**config.mk**
```make
export PLATFORM = sky130hd
export DESIGN_NAME = light_to_brightness_sqrt_map
export DESIGN_NICKNAME = d
export VERILOG_FILES = /design/src/rtl/core/lbsm_pkg.sv /design/src/rtl/core/light_to_brightness_sqrt_map.sv /design/src/rtl/core/lbsm_ctrl.sv /design/src/rtl/core/lbsm_dp.sv
export SDC_FILE = /design/constraint.sdc
export NUM_CORES = 1
export LEC_CHECK = 0
export BUFFER_PORTS_ARGS = -buffer_cell sky130_fd_sc_hd__buf_2
export CAP_MARGIN = 20
export CORE_MARGIN = 4
export CORE_UTILIZATION = 35
export CTS_BUF_LIST = sky130_fd_sc_hd__clkbuf_2
export CTS_CLUSTER_SIZE = 8
export DETAILED_ROUTE_END_ITERATION = 8
export PLACE_DENSITY = 0.54
export SLEW_MARGIN = 20
export SYNTH_ARGS = -nofsm -noshare
export SYNTH_HDL_FRONTEND = slang
export SYNTH_SLANG_ARGS = --single-unit
```
**constraint.sdc**
```tcl
create_clock -name clk_i -period 6.45 [get_ports clk_i]
set_input_delay 1.29 -clock clk_i [delete_from_list [all_inputs] [get_ports clk_i]]
set_output_delay 1.29 -clock clk_i [all_outputs]
set_load 0.03 [all_outputs]
```
**src/rtl/core/lbsm_pkg.sv**
```systemverilog
// ----------------------------------------------------------------------------
// lbsm_pkg
// Shared widths, register indexes and controller/datapath interface types
// for the ambient light to brightness square-root curve.
// ----------------------------------------------------------------------------
package lbsm_pkg;

  localparam int unsigned LIGHT_BITS = 16;
  localparam int unsigned LEVEL_W    = 7;
  localparam int unsigned FS_W       = 16;
  localparam int unsigned SCALE_W    = 10;
  localparam int unsigned DIVD_W     = LIGHT_BITS + SCALE_W;
  localparam int unsigned NORM_W     = 10;
  localparam int unsigned ROOT_W     = 5;
  localparam int unsigned PROD_W     = ROOT_W + LEVEL_W;
  localparam int unsigned CMP_W      = (LIGHT_BITS > FS_W) ? LIGHT_BITS : FS_W;
  localparam int unsigned CNT_W      = $clog2(DIVD_W);

  localparam int unsigned CFG_IDX_W  = 2;
  localparam int unsigned CFG_DATA_W = 16;

  localparam logic [SCALE_W-1:0] NormScale = SCALE_W'(1000);
  localparam logic [CNT_W-1:0]   DivLast   = CNT_W'(DIVD_W - 1);
  localparam logic [CNT_W-1:0]   RootLast  = CNT_W'(ROOT_W - 1);

  localparam logic [CFG_IDX_W-1:0] RegMinLevel  = CFG_IDX_W'(0);
  localparam logic [CFG_IDX_W-1:0] RegMaxLevel  = CFG_IDX_W'(1);
  localparam logic [CFG_IDX_W-1:0] RegFullScale = CFG_IDX_W'(2);

  localparam logic [LEVEL_W-1:0] MinLevelReset  = LEVEL_W'(5);
  localparam logic [LEVEL_W-1:0] MaxLevelReset  = LEVEL_W'(100);
  localparam logic [FS_W-1:0]    FullScaleReset = FS_W'(500);

  typedef struct packed {
    logic load;       // capture sample, start divide
    logic div_step;   // one restoring divide step
    logic root_step;  // one square-root bit decision
    logic mul;        // root times span
    logic add;        // scaled root plus minimum into result
    logic take_max;   // result is the maximum level
  } lbsm_cmd_t;

  typedef struct packed {
    logic saturate;   // sample at or above full scale
  } lbsm_status_t;

  typedef enum logic [6:0] {
    S_IDLE = 7'b0000001,
    S_MAX  = 7'b0000010,
    S_DIV  = 7'b0000100,
    S_ROOT = 7'b0001000,
    S_MUL  = 7'b0010000,
    S_ADD  = 7'b0100000,
    S_OUT  = 7'b1000000
  } lbsm_state_e;

endpackage

```
**src/rtl/core/light_to_brightness_sqrt_map.sv**
```systemverilog
// ----------------------------------------------------------------------------
// light_to_brightness_sqrt_map
// Ambient light reading to backlight brightness percentage on a square-root
// curve between a programmable minimum and maximum level.
// ----------------------------------------------------------------------------
// A reading is taken when start_i is high and busy_o is low. A reading at or
// above full scale (or any reading when full scale is zero) returns
// max_level by way of S_MAX, with done_o high in S_OUT. Any other reading
// goes through a restoring divider that resolves one quotient bit per cycle
// over the 26-bit normalized product, then 5 square-root steps, a multiply and
// an add, after which the S_OUT state raises done_o. done_o is high for one cycle
// with brightness_pct_o valid; the receiver cannot stall it, and busy_o falls
// in the following cycle. One reading is in flight at a time. Config writes
// are always ready and should only be made while busy_o is low; unknown
// register indexes are ignored.
module light_to_brightness_sqrt_map (
  input  logic                                clk_i,
  input  logic                                rst_ni,
  input  logic                                start_i,
  output logic                                busy_o,
  input  logic [lbsm_pkg::LIGHT_BITS-1:0]     light_sample_i,
  output logic                                done_o,
  output logic [lbsm_pkg::LEVEL_W-1:0]        brightness_pct_o,
  input  logic                                cfg_valid_i,
  output logic                                cfg_ready_o,
  input  logic [lbsm_pkg::CFG_IDX_W-1:0]      cfg_index_i,
  input  logic [lbsm_pkg::CFG_DATA_W-1:0]     cfg_data_i
);
  import lbsm_pkg::*;

  logic [LEVEL_W-1:0] min_level_q;
  logic [LEVEL_W-1:0] max_level_q;
  logic [FS_W-1:0]    full_scale_q;
  logic               cfg_we;
  lbsm_cmd_t          cmd;
  lbsm_status_t       status;

  assign cfg_ready_o = 1'b1;
  assign cfg_we      = cfg_valid_i & cfg_ready_o;

  always_ff @(posedge clk_i or negedge rst_ni) begin
    if (!rst_ni) begin
      min_level_q  <= MinLevelReset;
      max_level_q  <= MaxLevelReset;
      full_scale_q <= FullScaleReset;
    end else if (cfg_we) begin
      unique case (cfg_index_i)
        RegMinLevel:  min_level_q  <= cfg_data_i[LEVEL_W-1:0];
        RegMaxLevel:  max_level_q  <= cfg_data_i[LEVEL_W-1:0];
        RegFullScale: full_scale_q <= cfg_data_i[FS_W-1:0];
        default: ;
      endcase
    end
  end

  lbsm_ctrl u_ctrl (
    .clk_i    (clk_i),
    .rst_ni   (rst_ni),
    .start_i  (start_i),
    .status_i (status),
    .cmd_o    (cmd),
    .busy_o   (busy_o),
    .done_o   (done_o)
  );

  lbsm_dp u_dp (
    .clk_i              (clk_i),
    .cmd_i              (cmd),
    .status_o           (status),
    .light_sample_i     (light_sample_i),
    .min_level_i        (min_level_q),
    .max_level_i        (max_level_q),
    .full_scale_light_i (full_scale_q),
    .brightness_pct_o   (brightness_pct_o)
  );

endmodule

```
**src/rtl/core/lbsm_ctrl.sv**
```systemverilog
// ----------------------------------------------------------------------------
// lbsm_ctrl
// Sequencer: saturation bypass, divide steps, root steps, scale, result strobe.
// ----------------------------------------------------------------------------
module lbsm_ctrl (
  input  logic                  clk_i,
  input  logic                  rst_ni,
  input  logic                  start_i,
  input  lbsm_pkg::lbsm_status_t status_i,
  output lbsm_pkg::lbsm_cmd_t    cmd_o,
  output logic                  busy_o,
  output logic                  done_o
);
  import lbsm_pkg::*;

  lbsm_state_e      state_q, state_d;
  logic [CNT_W-1:0] cnt_q, cnt_d;

  always_comb begin
    state_d = state_q;
    cnt_d   = cnt_q;
    cmd_o   = '0;
    unique case (state_q)
      S_IDLE: begin
        if (start_i) begin
          cmd_o.load = 1'b1;
          cnt_d      = DivLast;
          state_d    = status_i.saturate ? S_MAX : S_DIV;
        end
      end
      S_MAX: begin
        cmd_o.take_max = 1'b1;
        state_d        = S_OUT;
      end
      S_DIV: begin
        cmd_o.div_step = 1'b1;
        if (cnt_q == '0) begin
          cnt_d   = RootLast;
          state_d = S_ROOT;
        end else begin
          cnt_d = cnt_q - CNT_W'(1);
        end
      end
      S_ROOT: begin
        cmd_o.root_step = 1'b1;
        if (cnt_q == '0) begin
          state_d = S_MUL;
        end else begin
          cnt_d = cnt_q - CNT_W'(1);
        end
      end
      S_MUL: begin
        cmd_o.mul = 1'b1;
        state_d   = S_ADD;
      end
      S_ADD: begin
        cmd_o.add = 1'b1;
        state_d   = S_OUT;
      end
      S_OUT: begin
        state_d = S_IDLE;
      end
      default: begin
        state_d = S_IDLE;
      end
    endcase
  end

  always_ff @(posedge clk_i or negedge rst_ni) begin
    if (!rst_ni) begin
      state_q <= S_IDLE;
      cnt_q   <= '0;
    end else begin
      state_q <= state_d;
      cnt_q   <= cnt_d;
    end
  end

  assign busy_o = (state_q != S_IDLE);
  assign done_o = (state_q == S_OUT);

endmodule

```
**src/rtl/core/lbsm_dp.sv**
```systemverilog
// ----------------------------------------------------------------------------
// lbsm_dp
// Datapath: normalize multiply, restoring divider, bitwise square root,
// span scaling and result register.
// ----------------------------------------------------------------------------
module lbsm_dp (
  input  logic                              clk_i,
  input  lbsm_pkg::lbsm_cmd_t               cmd_i,
  output lbsm_pkg::lbsm_status_t            status_o,
  input  logic [lbsm_pkg::LIGHT_BITS-1:0]   light_sample_i,
  input  logic [lbsm_pkg::LEVEL_W-1:0]      min_level_i,
  input  logic [lbsm_pkg::LEVEL_W-1:0]      max_level_i,
  input  logic [lbsm_pkg::FS_W-1:0]         full_scale_light_i,
  output logic [lbsm_pkg::LEVEL_W-1:0]      brightness_pct_o
);
  import lbsm_pkg::*;

  logic [DIVD_W-1:0]  quo_q;      // dividend shifts out, quotient shifts in
  logic [FS_W-1:0]    rem_q;
  logic [ROOT_W-1:0]  root_q;
  logic [ROOT_W-1:0]  mask_q;
  logic [PROD_W-1:0]  prod_q;
  logic [LEVEL_W-1:0] result_q;

  logic [FS_W:0]       rem_shift;
  logic                rem_ge;
  logic [FS_W-1:0]     rem_sub;
  logic [ROOT_W-1:0]   trial;
  logic [2*ROOT_W-1:0] trial_sq;
  logic [NORM_W-1:0]   norm;
  logic [LEVEL_W-1:0]  span;
  logic [LEVEL_W-1:0]  sum;

  assign status_o.saturate = (CMP_W'(light_sample_i) >= CMP_W'(full_scale_light_i));

  assign rem_shift = {rem_q, quo_q[DIVD_W-1]};
  assign rem_ge    = (rem_shift >= {1'b0, full_scale_light_i});
  // difference is below full scale whenever it is taken
  assign rem_sub   = rem_shift[FS_W-1:0] - full_scale_light_i;

  // quotient stays below 1000 since the sample is below full scale
  assign norm     = quo_q[NORM_W-1:0];
  assign trial    = root_q | mask_q;
  assign trial_sq = (2*ROOT_W)'(trial) * (2*ROOT_W)'(trial);

  assign span = (max_level_i >= min_level_i) ? (max_level_i - min_level_i) : '0;
  assign sum  = min_level_i + prod_q[PROD_W-1 -: LEVEL_W];

  always_ff @(posedge clk_i) begin
    if (cmd_i.load) begin
      quo_q  <= DIVD_W'(light_sample_i) * DIVD_W'(NormScale);
      rem_q  <= '0;
      root_q <= '0;
      mask_q <= {1'b1, {(ROOT_W-1){1'b0}}};
    end
    if (cmd_i.div_step) begin
      rem_q <= rem_ge ? rem_sub : rem_shift[FS_W-1:0];
      quo_q <= {quo_q[DIVD_W-2:0], rem_ge};
    end
    if (cmd_i.root_step) begin
      if (trial_sq <= norm) begin
        root_q <= trial;
      end
      mask_q <= mask_q >> 1;
    end
    if (cmd_i.mul) begin
      prod_q <= PROD_W'(root_q) * PROD_W'(span);
    end
    if (cmd_i.add) begin
      result_q <= sum;
    end
    if (cmd_i.take_max) begin
      result_q <= max_level_i;
    end
  end

  assign brightness_pct_o = result_q;

endmodule
```
==> results of run 1 <==
==> final timing paths <==
kind / from / end / slack [ps] / depth (start not counted)
worst max-delay path: u_dp.mask_q[0]$_SDFFCE_PP0P_ / u_dp.root_q[4]$_DFF_P_ / 1020 / 20
worst min-delay path: u_ctrl.cnt_q[0]$_DFFE_PN0P_ / u_ctrl.cnt_q[0]$_DFFE_PN0P_ / 520 / 1
worst max register to register: u_dp.mask_q[0]$_SDFFCE_PP0P_ / u_dp.root_q[4]$_DFF_P_ / 1020 / 20
worst min register to register: u_ctrl.cnt_q[0]$_DFFE_PN0P_ / u_ctrl.cnt_q[0]$_DFFE_PN0P_ / 520 / 1
max in group asynchronous: rst_ni / u_ctrl.state_q[0]$_DFFE_PN1P_ / 5450 / 1
min in group asynchronous: rst_ni / full_scale_q[0]$_DFFE_PN0P_ / 580 / 1
==> cell families (layout without fill, tap and decap cells) <==
logic type / count (synthesis) / count (layout) / share of synthesized area (%)
AND/OR/NAND/NOR: 277 / 277 / 13.4
buffers and inverters: 187 / 237 / 6.70
other: 1 / 2 / 0.0353
adder cells (fa/ha/maj): 210 / 210 / 30.0
AO/OA/AOI/OAI: 248 / 248 / 15.6
flip-flops: 108 / 108 / 28.1
XOR/XNOR: 38 / 38 / 3.13
multiplexers: 28 / 28 / 2.96
==> sequential cells by signal (all words and copies together), names as in the netlist <==
| signal | flops |
|---|---|
| full_scale_q | 16 |
| u_dp.rem_q | 16 |
| u_ctrl.state_q | 7 |
| u_dp.quo_q | 26 |
| u_dp.mask_q | 5 |
| min_level_q | 7 |
| u_dp.root_q | 5 |
| u_dp.prod_q | 7 |
| u_dp.brightness_pct_o | 7 |
| u_ctrl.cnt_q | 5 |
| max_level_q | 7 |
==> placed cells by master (no fill, tap or decap), drive strengths merged, types with 13 or more instances in the layout <==
master,Yosys,final
inv,166,168
ha,135,135
nand2,81,81
fa,75,75
edfxtp,60,60
nor2,59,59
o21ai,56,56
buf,5,55
a21oi,52,52
dfrtp,30,30
mux2,27,27
a21o,25,25
xnor2,25,25
nor3,21,21
and2,16,16
nor2b,15,15
o21a,15,15
nand3,15,15
xor2,13,13
==> layer usage <==
layer	up-vias	routed length, µm
met3	17	575
li1	3938	-
met1	3844	11700
met2	83	11300
met5	-	0
met4	0	472
==> metrics by stage <==
stage,power (W),hold WS (ps)
2_1_floorplan,0.00344,452
3_3_place_gp,0.00412,463
3_5_place_dp,0.00414,481
4_1_cts,0.00448,527
5_1_grt,0.00499,535
6_report,0.00446,524
==> power groups by stage <==
stage | combinational (W) | sequential (W) | clock [W]
finish | 0.00300 | 0.00115 | 0.000311
global route | 0.00346 | 0.00118 | 0.000355
CTS | 0.00300 | 0.00115 | 0.000330
detailed placement | 0.00298 | 0.00117 | 0
global placement | 0.00295 | 0.00116 | 0
floorplan | 0.00230 | 0.00114 | 0
==> layout make-up <==
type | instances | area [µm²] | share of cell area, %
Clock buffer | 11 | 55.1 | 0.481
Timing Repair Buffer | 55 | 313 | 2.73
Tap cell | 390 | 488 | 4.27
Clock inverter | 5 | 46.3 | 0.405
Sequential cell | 108 | 2990 | 26.1
Inverter | 166 | 623 | 5.45
Multi-Input combinational cell | 802 | 6920 | 60.5
Antenna cell | 1 | 2.50 | 0.0219
==> critical path: stages (launching register included) <==
cell,delay (ps)
edfxtp_1,460
or2_2,330
o21ai_0,210
fa_1,500
fa_1,500
fa_1,540
inv_1,40
ha_1,330
nor2b_1,170
o21ai_0,220
a21oi_1,130
o21a_1,180
nor2_1,100
xnor2_1,80
ha_1,290
nand4_1,120
nor4b_1,430
a221oi_1,140
a22oi_1,210
nor2_1,140
a22o_1,200
==> impl_metrics.ini, run 1 <==
[outcome]
outcome = completed

[synthesis]
synthArstFlopShare_pct = 38.9
ys_ff_latch = 108
yosysTopAreaCell = edfxtp_1
synth_ff_type = edfxtp_1
yosys-top-cells-area = edfxtp_1 17%, ha_1 16%, fa_1 14%
ys_seq_area_share_pct = 28.1
ys.warnings.count = 0
ys_types = 79
synth_common_cells = 166 x inv_1, 135 x ha_1, 81 x nand2_1
avgSynthCellArea_um2 = 9.68
synth_cells = 1097
yosysMostFrequentCell = inv_1
synth_area_um2 = 10600
synth_top_area_share_pct = 17.0
syn_nets = 1345
synth-edff-count = 60

[global_routing]
globalRouteTotalUtil_pct = 15.1
use_met1_pct = 20.7
grt_remaining_overflow = 0
grt_pass1_vias = 8174
grt_start_max_net_pins = 49
antenna_found_initial = 1
top_usage_layer = met2
use_met2_pct = 25.5
grtUsageMet3_pct = 2.09
grt_pass1_wl_um = 41300

[power]
ir_worst_vdd_v = 0.000163
sw_frac_of_total_pct = 47.2
p_seq_share_pct = 25.8
comb_power_share_pct = 67.3
power.leakage_nw = 5.35
internal-power_w = 0.00235
netSwitchingPower_w = 0.00210
power-per-cell-area_nw_per_um2 = 389
pwr-share-clk_pct = 7.0

[clocking]
cts_resized = 0
clk_latency_ps = 660
htreeDepth = 3
path_clk_slew_ps = 340
root_buffer = clkbuf_2
cts_tree = yes
cts_setup_buffers = 0
numCtsBuffers = 9
cts_hold_buf = 0
clock_sinks = 108
cts.path.max_buffers = 2

[detailed_routing]
drc_errors = 0
antenna_left = 0
routed_wl_um = 24100
drt-pass1-iter-count = 5
detail_route.vias_per_cell = 5.12
drtIter0Drc = 399
post_drt_wl_per_cell_um = 15.7
via_count = 7882

[floorplan]
initial_utilization_pct = 35.6
rows = 63
die_y_um = 182
fp.dieW_um = 182
die_area_um2 = 33200
pin_count = 48
core-area_um2 = 29800

[hold_path]
hp-class = register to register

[placement]
place_inst = 1520
pre_cts_ws_ps = 409
hpwl_um = 19400
placed_area_um2 = 11300
numPortBuffers = 46
routabilityCongestion = 0.844

[cells_and_area]
drive_gt1_share_pct = 11.5
final_nets = 1390
fill_cells = 3076
areaGrowthSynthToFinish_pct = 7.71
fin_area_um2 = 11400
postLayoutCoreUtil_pct = 38.4
final_cells = 1538

[sta]
timing.fmax_ghz = 0.184
setup_slack_ps = 1020
slew_headroom_pct = 38.0
period_needed_ps = 5430
rsz0062_at_grt = false
skew_ps = 49.1
fin_crit_sh_pct = 84.2
fin_setup_tns_ps = 0
tightest_slew_ps = 927
finalMaxSlewViolations = 0
final-hold-violation-count = 0
finalSetupViolations = 0

[worst_setup_path]
cp_max_fo = 5
critical_path_class = register to register
startpoint_type = register
crit_arrival_ps = 5990
required_ps = 7020
cp-end-kind = register

[job]
drv_cap = 0
(Power assumes the default switching activity.)
==> inputs of run 2 (changes only) <==
--- a/config.mk
+++ b/config.mk
@@ -12,7 +12,7 @@
 export CTS_BUF_LIST = sky130_fd_sc_hd__clkbuf_2
 export CTS_CLUSTER_SIZE = 8
 export DETAILED_ROUTE_END_ITERATION = 8
-export PLACE_DENSITY = 0.54
+export PLACE_DENSITY = 0.56
 export SLEW_MARGIN = 20
 export SYNTH_ARGS = -nofsm -noshare
 export SYNTH_HDL_FRONTEND = slang
==> constraint.sdc (replaced) <==
create_clock -name clk_i -period 4.6 [get_ports clk_i]
set_input_delay 0.92 -clock clk_i [delete_from_list [all_inputs] [get_ports clk_i]]
set_output_delay 0.92 -clock clk_i [all_outputs]
set_load 0.03 [all_outputs]
==> run 2 against run 1 <==
The flow now finishes with violations (setup timing). Clock power is 66% higher. Maximum frequency increased by 11%. Register-to-register slack worse by 1300 ps. Total power up 65%. Cell count rose by 10%. Largest cell class unchanged. Global-route usage up 0.45 points. Sequential share of layout area down 3.5 points. Via count is 7.1% higher. Sequential cell count did not move. Highest routed layer unchanged. Hold slack worse by 380 ps.
==> impl_metrics.ini, run 2 (same netlist as run 1, synthesis figures left out) <==
[power]
ir_worst_vdd_v = 0.000254
power.leakage_nw = 6.20
power-per-cell-area_nw_per_um2 = 556

[floorplan]
core-area_um2 = 29800
pin_count = 48
die_area_um2 = 33200
rows = 63
fp.dieW_um = 182
initial_utilization_pct = 35.6
die_y_um = 182

[detailed_routing]
routed_wl_um = 25000
via_count = 8445
drtIter0Drc = 341
detail_route.vias_per_cell = 4.98
drt-pass1-iter-count = 5
post_drt_wl_per_cell_um = 14.7
drc_errors = 0
antenna_left = 0

[outcome]
outcome = finished, violations left
violations = setup timing

[worst_setup_path]
crit_end = u_dp.root_q[3]$_DFF_P_
r2r_end = u_dp.root_q[3]$_DFF_P_
r2r_slack_ps = -290
required_ps = 5210
r2r_start = u_dp.mask_q[0]$_SDFFCE_PP0P_
critical_path_class = register to register
cp-startpoint = u_dp.mask_q[0]$_SDFFCE_PP0P_
r2r_cells = 20
crit_arrival_ps = 5490
cp_max_fo = 5
cp-end-kind = register
startpoint_type = register

[clocking]
clk_latency_ps = 710
cts_hold_buf = 0
root_buffer = clkbuf_2
cts.path.max_buffers = 2
numCtsBuffers = 9
clock_sinks = 108
htreeDepth = 3
path_clk_slew_ps = 370
cts_tree = yes

[cells_and_area]
final_cells = 1697
areaGrowthSynthToFinish_pct = 24.3
layout_common_cells = 165 x buf_4, 153 x inv_1, 119 x ha_1
regMostFlops = u_dp.quo_q
final_common_cell = buf_4
reg_top3 = u_dp.quo_q x26, full_scale_q x16, u_dp.rem_q x16
fill_cells = 2898
largest_register_ff_count = 26
final_nets = 1548
drive_gt1_share_pct = 28.6

[sta]
rsz0062_at_grt = true
holdWs_ps = 147
setup_slack_ps = -286
finalSetupViolations = 9
finalMaxSlewViolations = 0
timing.fmax_ghz = 0.205
period_needed_ps = 4890
tightest_slew_ps = 901
slew_headroom_pct = 39.5
final-hold-violation-count = 0
skew_ps = 59.5
fin_crit_sh_pct = 106

[placement]
place_inst = 1664
hpwl_um = 20100
routabilityCongestion = 0.839
numPortBuffers = 46

[global_routing]
antenna_found_initial = 2
grt_pass1_vias = 8816
grt_pass1_wl_um = 42700
grt_start_max_net_pins = 48
globalRouteTotalUtil_pct = 15.6
grt_remaining_overflow = 0

[job]
drv_cap = 0

[hold_path]
hp-class = primary input to async pin
[run 2: per-stage QoR]
stage                     utilization (%)  power (W)  TNS [ps]  area [µm²]  worst slack [ps]
after CTS                            43.5    0.00733     -1610       13000              -306
after global routing                 44.3    0.00812     -3300       13200              -522
final                                44.3    0.00734     -1470       13200              -286
after floorplan                         -    0.00508      -562       10900              -315
after global placement               42.4    0.00663     -7650       12600              -629
after detailed placement             42.4    0.00668     -7820       12600              -634
[run 2: worst min-delay path by stage]
stage                                  from                      endpoint  depth (start not counted)
2_1_floorplan  u_dp.mask_q[0]$_SDFFCE_PP0P_        u_dp.root_q[0]$_DFF_P_                          1
3_3_place_gp    u_ctrl.cnt_q[1]$_DFFE_PN0P_   u_ctrl.cnt_q[1]$_DFFE_PN0P_                          2
3_5_place_dp   full_scale_q[13]$_DFFE_PN0P_  full_scale_q[13]$_DFFE_PN0P_                          1
4_1_cts                              rst_ni    max_level_q[0]$_DFFE_PN0P_                          1
5_1_grt                              rst_ni   full_scale_q[0]$_DFFE_PN0P_                          1
6_report                             rst_ni    max_level_q[0]$_DFFE_PN0P_                          1
[run 2: layout make-up]
cell class,instances,area (µm²),share of cell area (%)
Multi-Input combinational cell,802,7460,56.5
Sequential cell,108,2990,22.6
Clock buffer,10,50.0,0.379
Inverter,166,631,4.78
Tap cell,390,488,3.70
Antenna cell,2,5.00,0.0379
Timing Repair Buffer,213,1500,11.3
Clock inverter,6,81.3,0.616
[run 2: timing repair]
action                                  in CTS  in global routing
endpoints found under the setup margin      10                 11
pin swaps                                   46                 36
setup buffers                                5                 10
gates resized for setup                     35                 27
[run 2: power breakdown]
part | internal (W) | switching [W]
combinational | 0.00252 | 0.00271
sequential | 0.00147 | 0.000130
clock | 0.000141 | 0.000375
total | 0.00413 | 0.00321
[run 2: metal layers]
layer,routed length (µm),vias up,GRT usage [%]
met5,0,-,0
li1,-,4258,-
met4,376,0,3.09
met2,11800,98,26.4
met3,658,25,2.73
met1,12100,4064,21.0
[run 2: critical path: stages (launching register included)]
cell and delay (ps):
edfxtp_1 500, or2_4 290, o21ai_4 70, fa_1 440, fa_1 520, fa_1 520, inv_2 50, ha_4 210
nor2b_4 120, o21ai_2 160, a21oi_2 80, o21a_1 180, nor2_1 120, xnor2_1 110, ha_1 310, nand4_1 190
nor4b_4 350, a221oi_2 100, a22oi_2 190, nor2_4 80, a22o_1 200
==> inputs of run 3 (changes only) <==
--- a/config.mk
+++ b/config.mk
@@ -7,12 +7,11 @@
 export LEC_CHECK = 0
 export BUFFER_PORTS_ARGS = -buffer_cell sky130_fd_sc_hd__buf_2
 export CAP_MARGIN = 20
-export CORE_MARGIN = 4
-export CORE_UTILIZATION = 35
+export CORE_UTILIZATION = 60
 export CTS_BUF_LIST = sky130_fd_sc_hd__clkbuf_2
 export CTS_CLUSTER_SIZE = 8
 export DETAILED_ROUTE_END_ITERATION = 8
-export PLACE_DENSITY = 0.56
+export PLACE_DENSITY = 0.82
 export SLEW_MARGIN = 20
 export SYNTH_ARGS = -nofsm -noshare
 export SYNTH_HDL_FRONTEND = slang
==> constraint.sdc (replaced) <==
create_clock -name clk_i -period 4.74 [get_ports clk_i]
set_input_delay 0.948 -clock clk_i [delete_from_list [all_inputs] [get_ports clk_i]]
set_output_delay 0.948 -clock clk_i [all_outputs]
set_load 0.03 [all_outputs]
==> run 3 against run 2 <==
The flow still finishes with violations (setup timing). Global-route usage rose by 13 points. Maximum frequency rose by 2.3%. Critical path depth fell by 1. Clock-buffer cell count fell by 1. Clock power fell by 2%. Via count rose by 2.2%. Register-to-register slack improved by 250 ps. Utilization rose by 28 points. Sequential share of layout area rose by 1.2 points. First-iteration DRC count rose by 73%. Hold slack improved by 260 ps. Combinational power fell by 3%. Critical endpoint is now u_dp.prod_q[9]$_DFFE_PP_. Largest power group unchanged.
==> impl_metrics.ini, run 3 (same netlist as run 1, synthesis figures left out) <==
[clocking]
cts.path.max_buffers = 2
cts_tree = yes
htreeDepth = 3
root_buffer = clkbuf_2
clk_latency_ps = 630
clock_sinks = 108
numCtsBuffers = 9
path_clk_slew_ps = 300
cts_hold_buf = 0

[sta]
final-hold-violation-count = 0
finalSetupViolations = 2
setup_slack_ps = -37.2
tightest_slew_ps = 1040
finalMaxSlewViolations = 0
period_needed_ps = 4780
slew_headroom_pct = 30.5
fin_crit_sh_pct = 101
timing.fmax_ghz = 0.209
rsz0062_at_grt = true
skew_ps = 39.7

[detailed_routing]
detail_route.vias_per_cell = 5.78
antenna_left = 0
drc_errors = 0
post_drt_wl_per_cell_um = 16.3
via_count = 8629
drt-pass1-iter-count = 5
routed_wl_um = 24300
drtIter0Drc = 589

[placement]
placed_area_um2 = 12100
hpwl_um = 19300
place_inst = 1461
routabilityCongestion = 0.885
numPortBuffers = 46

[outcome]
violations = setup timing
outcome = finished, violations left

[global_routing]
antenna_found_initial = 0
grt_pass1_vias = 8663
globalRouteTotalUtil_pct = 28.1
grt_start_max_net_pins = 49
grt_pass1_wl_um = 40600
grt_remaining_overflow = 0

[worst_setup_path]
cp-end-kind = register
crit_slowest_cell = dfstp_2
crit_arrival_ps = 5300
cp_max_fo = 6
startpoint_type = register
required_ps = 5260
critical_path.cell_chain = inv_2 -> ha_4 -> o211a_1 -> o31ai_2 -> a31oi_1 -> buf_4 -> and2_4 -> nand2b_4 -> fa_1 -> fa_1 -> fa_1 -> inv_2 -> ha_4 -> a21o_1 -> a21oi_2 -> nor2b_1 -> a41o_2 -> a2111oi_4 -> a311o_1
path_common_cell = fa_1
max_stage_delay_ps = 590
critPathTopFamily = adder cells
cp_num_buf_inv = 3
critical_path_class = register to register

[cells_and_area]
antenna_cells = 0
final_cells = 1494
fin_area_um2 = 12600
fill_cells = 1265
reg_top3 = u_dp.quo_q x26, full_scale_q x16, u_dp.rem_q x16
layout_common_cells = 156 x inv_1, 128 x buf_4, 122 x ha_1
drive_gt1_share_pct = 24.9
regMostFlops = u_dp.quo_q
areaGrowthSynthToFinish_pct = 18.2
largest_register_ff_count = 26
final_common_cell = inv_1
final_nets = 1512

[power]
ir_worst_vdd_v = 0.000406
power-per-cell-area_nw_per_um2 = 570
power.leakage_nw = 5.98

[floorplan]
die_y_um = 135
pin_count = 48
fp.dieW_um = 135
rows = 48
core-area_um2 = 17300
die_area_um2 = 18200
initial_utilization_pct = 61.4

[hold_path]
hp-class = primary input to async pin

[job]
drv_cap = 0
-- run 3: cell types whose count changed in the layout (fill, tap and decap cells not counted), moves of 3 or more --
cell	before	now
inv_1	153	156
ha_4	15	12
xnor2_1	20	23
nand2_4	4	1
xnor2_2	5	2
inv_6	3	0
inv_2	11	8
buf_4	165	128
nand2_2	1	5
o21ai_2	3	0
a21oi_1	44	47
ha_1	119	122
-- run 3: layout make-up --
cell class / instances / area (µm²) / share of cell area [%]
Timing Repair Buffer: 177 / 1220 / 9.71
Multi-Input combinational cell: 802 / 7290 / 58.1
Clock buffer: 9 / 45.0 / 0.359
Sequential cell: 108 / 2990 / 23.8
Clock inverter: 7 / 100 / 0.797
Inverter: 166 / 631 / 5.02
Tap cell: 225 / 282 / 2.24
-- run 3: routing by layer --
metal	track usage (%)	vias to the layer above	wire [µm]
li1	-	4188	-
met1	34.7	4212	10500
met2	51.9	193	12600
met3	3.00	36	777
met4	7.43	0	439
met5	0	-	0
-- run 3: power by group --
part	internal, W	switching [W]	total (W)
Sequential	0.00143	0.000141	0.00157
Clock	0.000178	0.000328	0.000506
Combinational	0.00241	0.00267	0.00508
Total	0.00402	0.00314	0.00716
-- run 3: through the flow --
stage	worst slack, ps	setup TNS, ps	hold slack, ps	total power (W)	utilization [%]
2_1_floorplan	-203	-203	452	0.00488	-
3_3_place_gp	-351	-4890	465	0.00615	69.7
3_5_place_dp	-561	-6620	485	0.00638	69.7
4_1_cts	-108	-484	399	0.00703	71.8
5_1_grt	-217	-1520	416	0.00775	72.6
6_report	-37.2	-49.5	404	0.00716	72.6
-- run 3: final timing paths --
path	startpoint	depth (start not counted)	slack (ps)	endpoint
worst min register to register	u_ctrl.cnt_q[0]$_DFFE_PN0P_	1	520	u_ctrl.cnt_q[0]$_DFFE_PN0P_
min in group clk_i	start_i	2	490	u_ctrl.cnt_q[2]$_DFFE_PN0P_
max in group asynchronous	rst_ni	1	3730	u_ctrl.state_q[1]$_DFFE_PN0P_
worst max-delay path	min_level_q[2]$_DFFE_PN1P_	19	-40	u_dp.prod_q[9]$_DFFE_PP_
worst max register to register	min_level_q[2]$_DFFE_PN1P_	19	-40	u_dp.prod_q[9]$_DFFE_PP_
worst min-delay path	rst_ni	1	400	full_scale_q[9]$_DFFE_PN0P_
-- run 3: worst register-to-register path, cell delays in order, from the launching register on --
cell,delay [ps]
dfstp_2,590
inv_2,50
ha_4,260
o211a_1,160
o31ai_2,60
a31oi_1,200
buf_4,170
and2_4,160
nand2b_4,60
fa_1,520
fa_1,510
fa_1,550
inv_2,50
ha_4,210
a21o_1,170
a21oi_2,120
nor2b_1,60
a41o_2,300
a2111oi_4,310
a311o_1,180
-- run 3: what timing repair did --
action,CTS,global route
gates cloned,0,0
setup endpoints to repair,10,10
gates resized for setup,35,16
pin swaps,39,21
buffers inserted,8,9
hold endpoints to repair,0,0
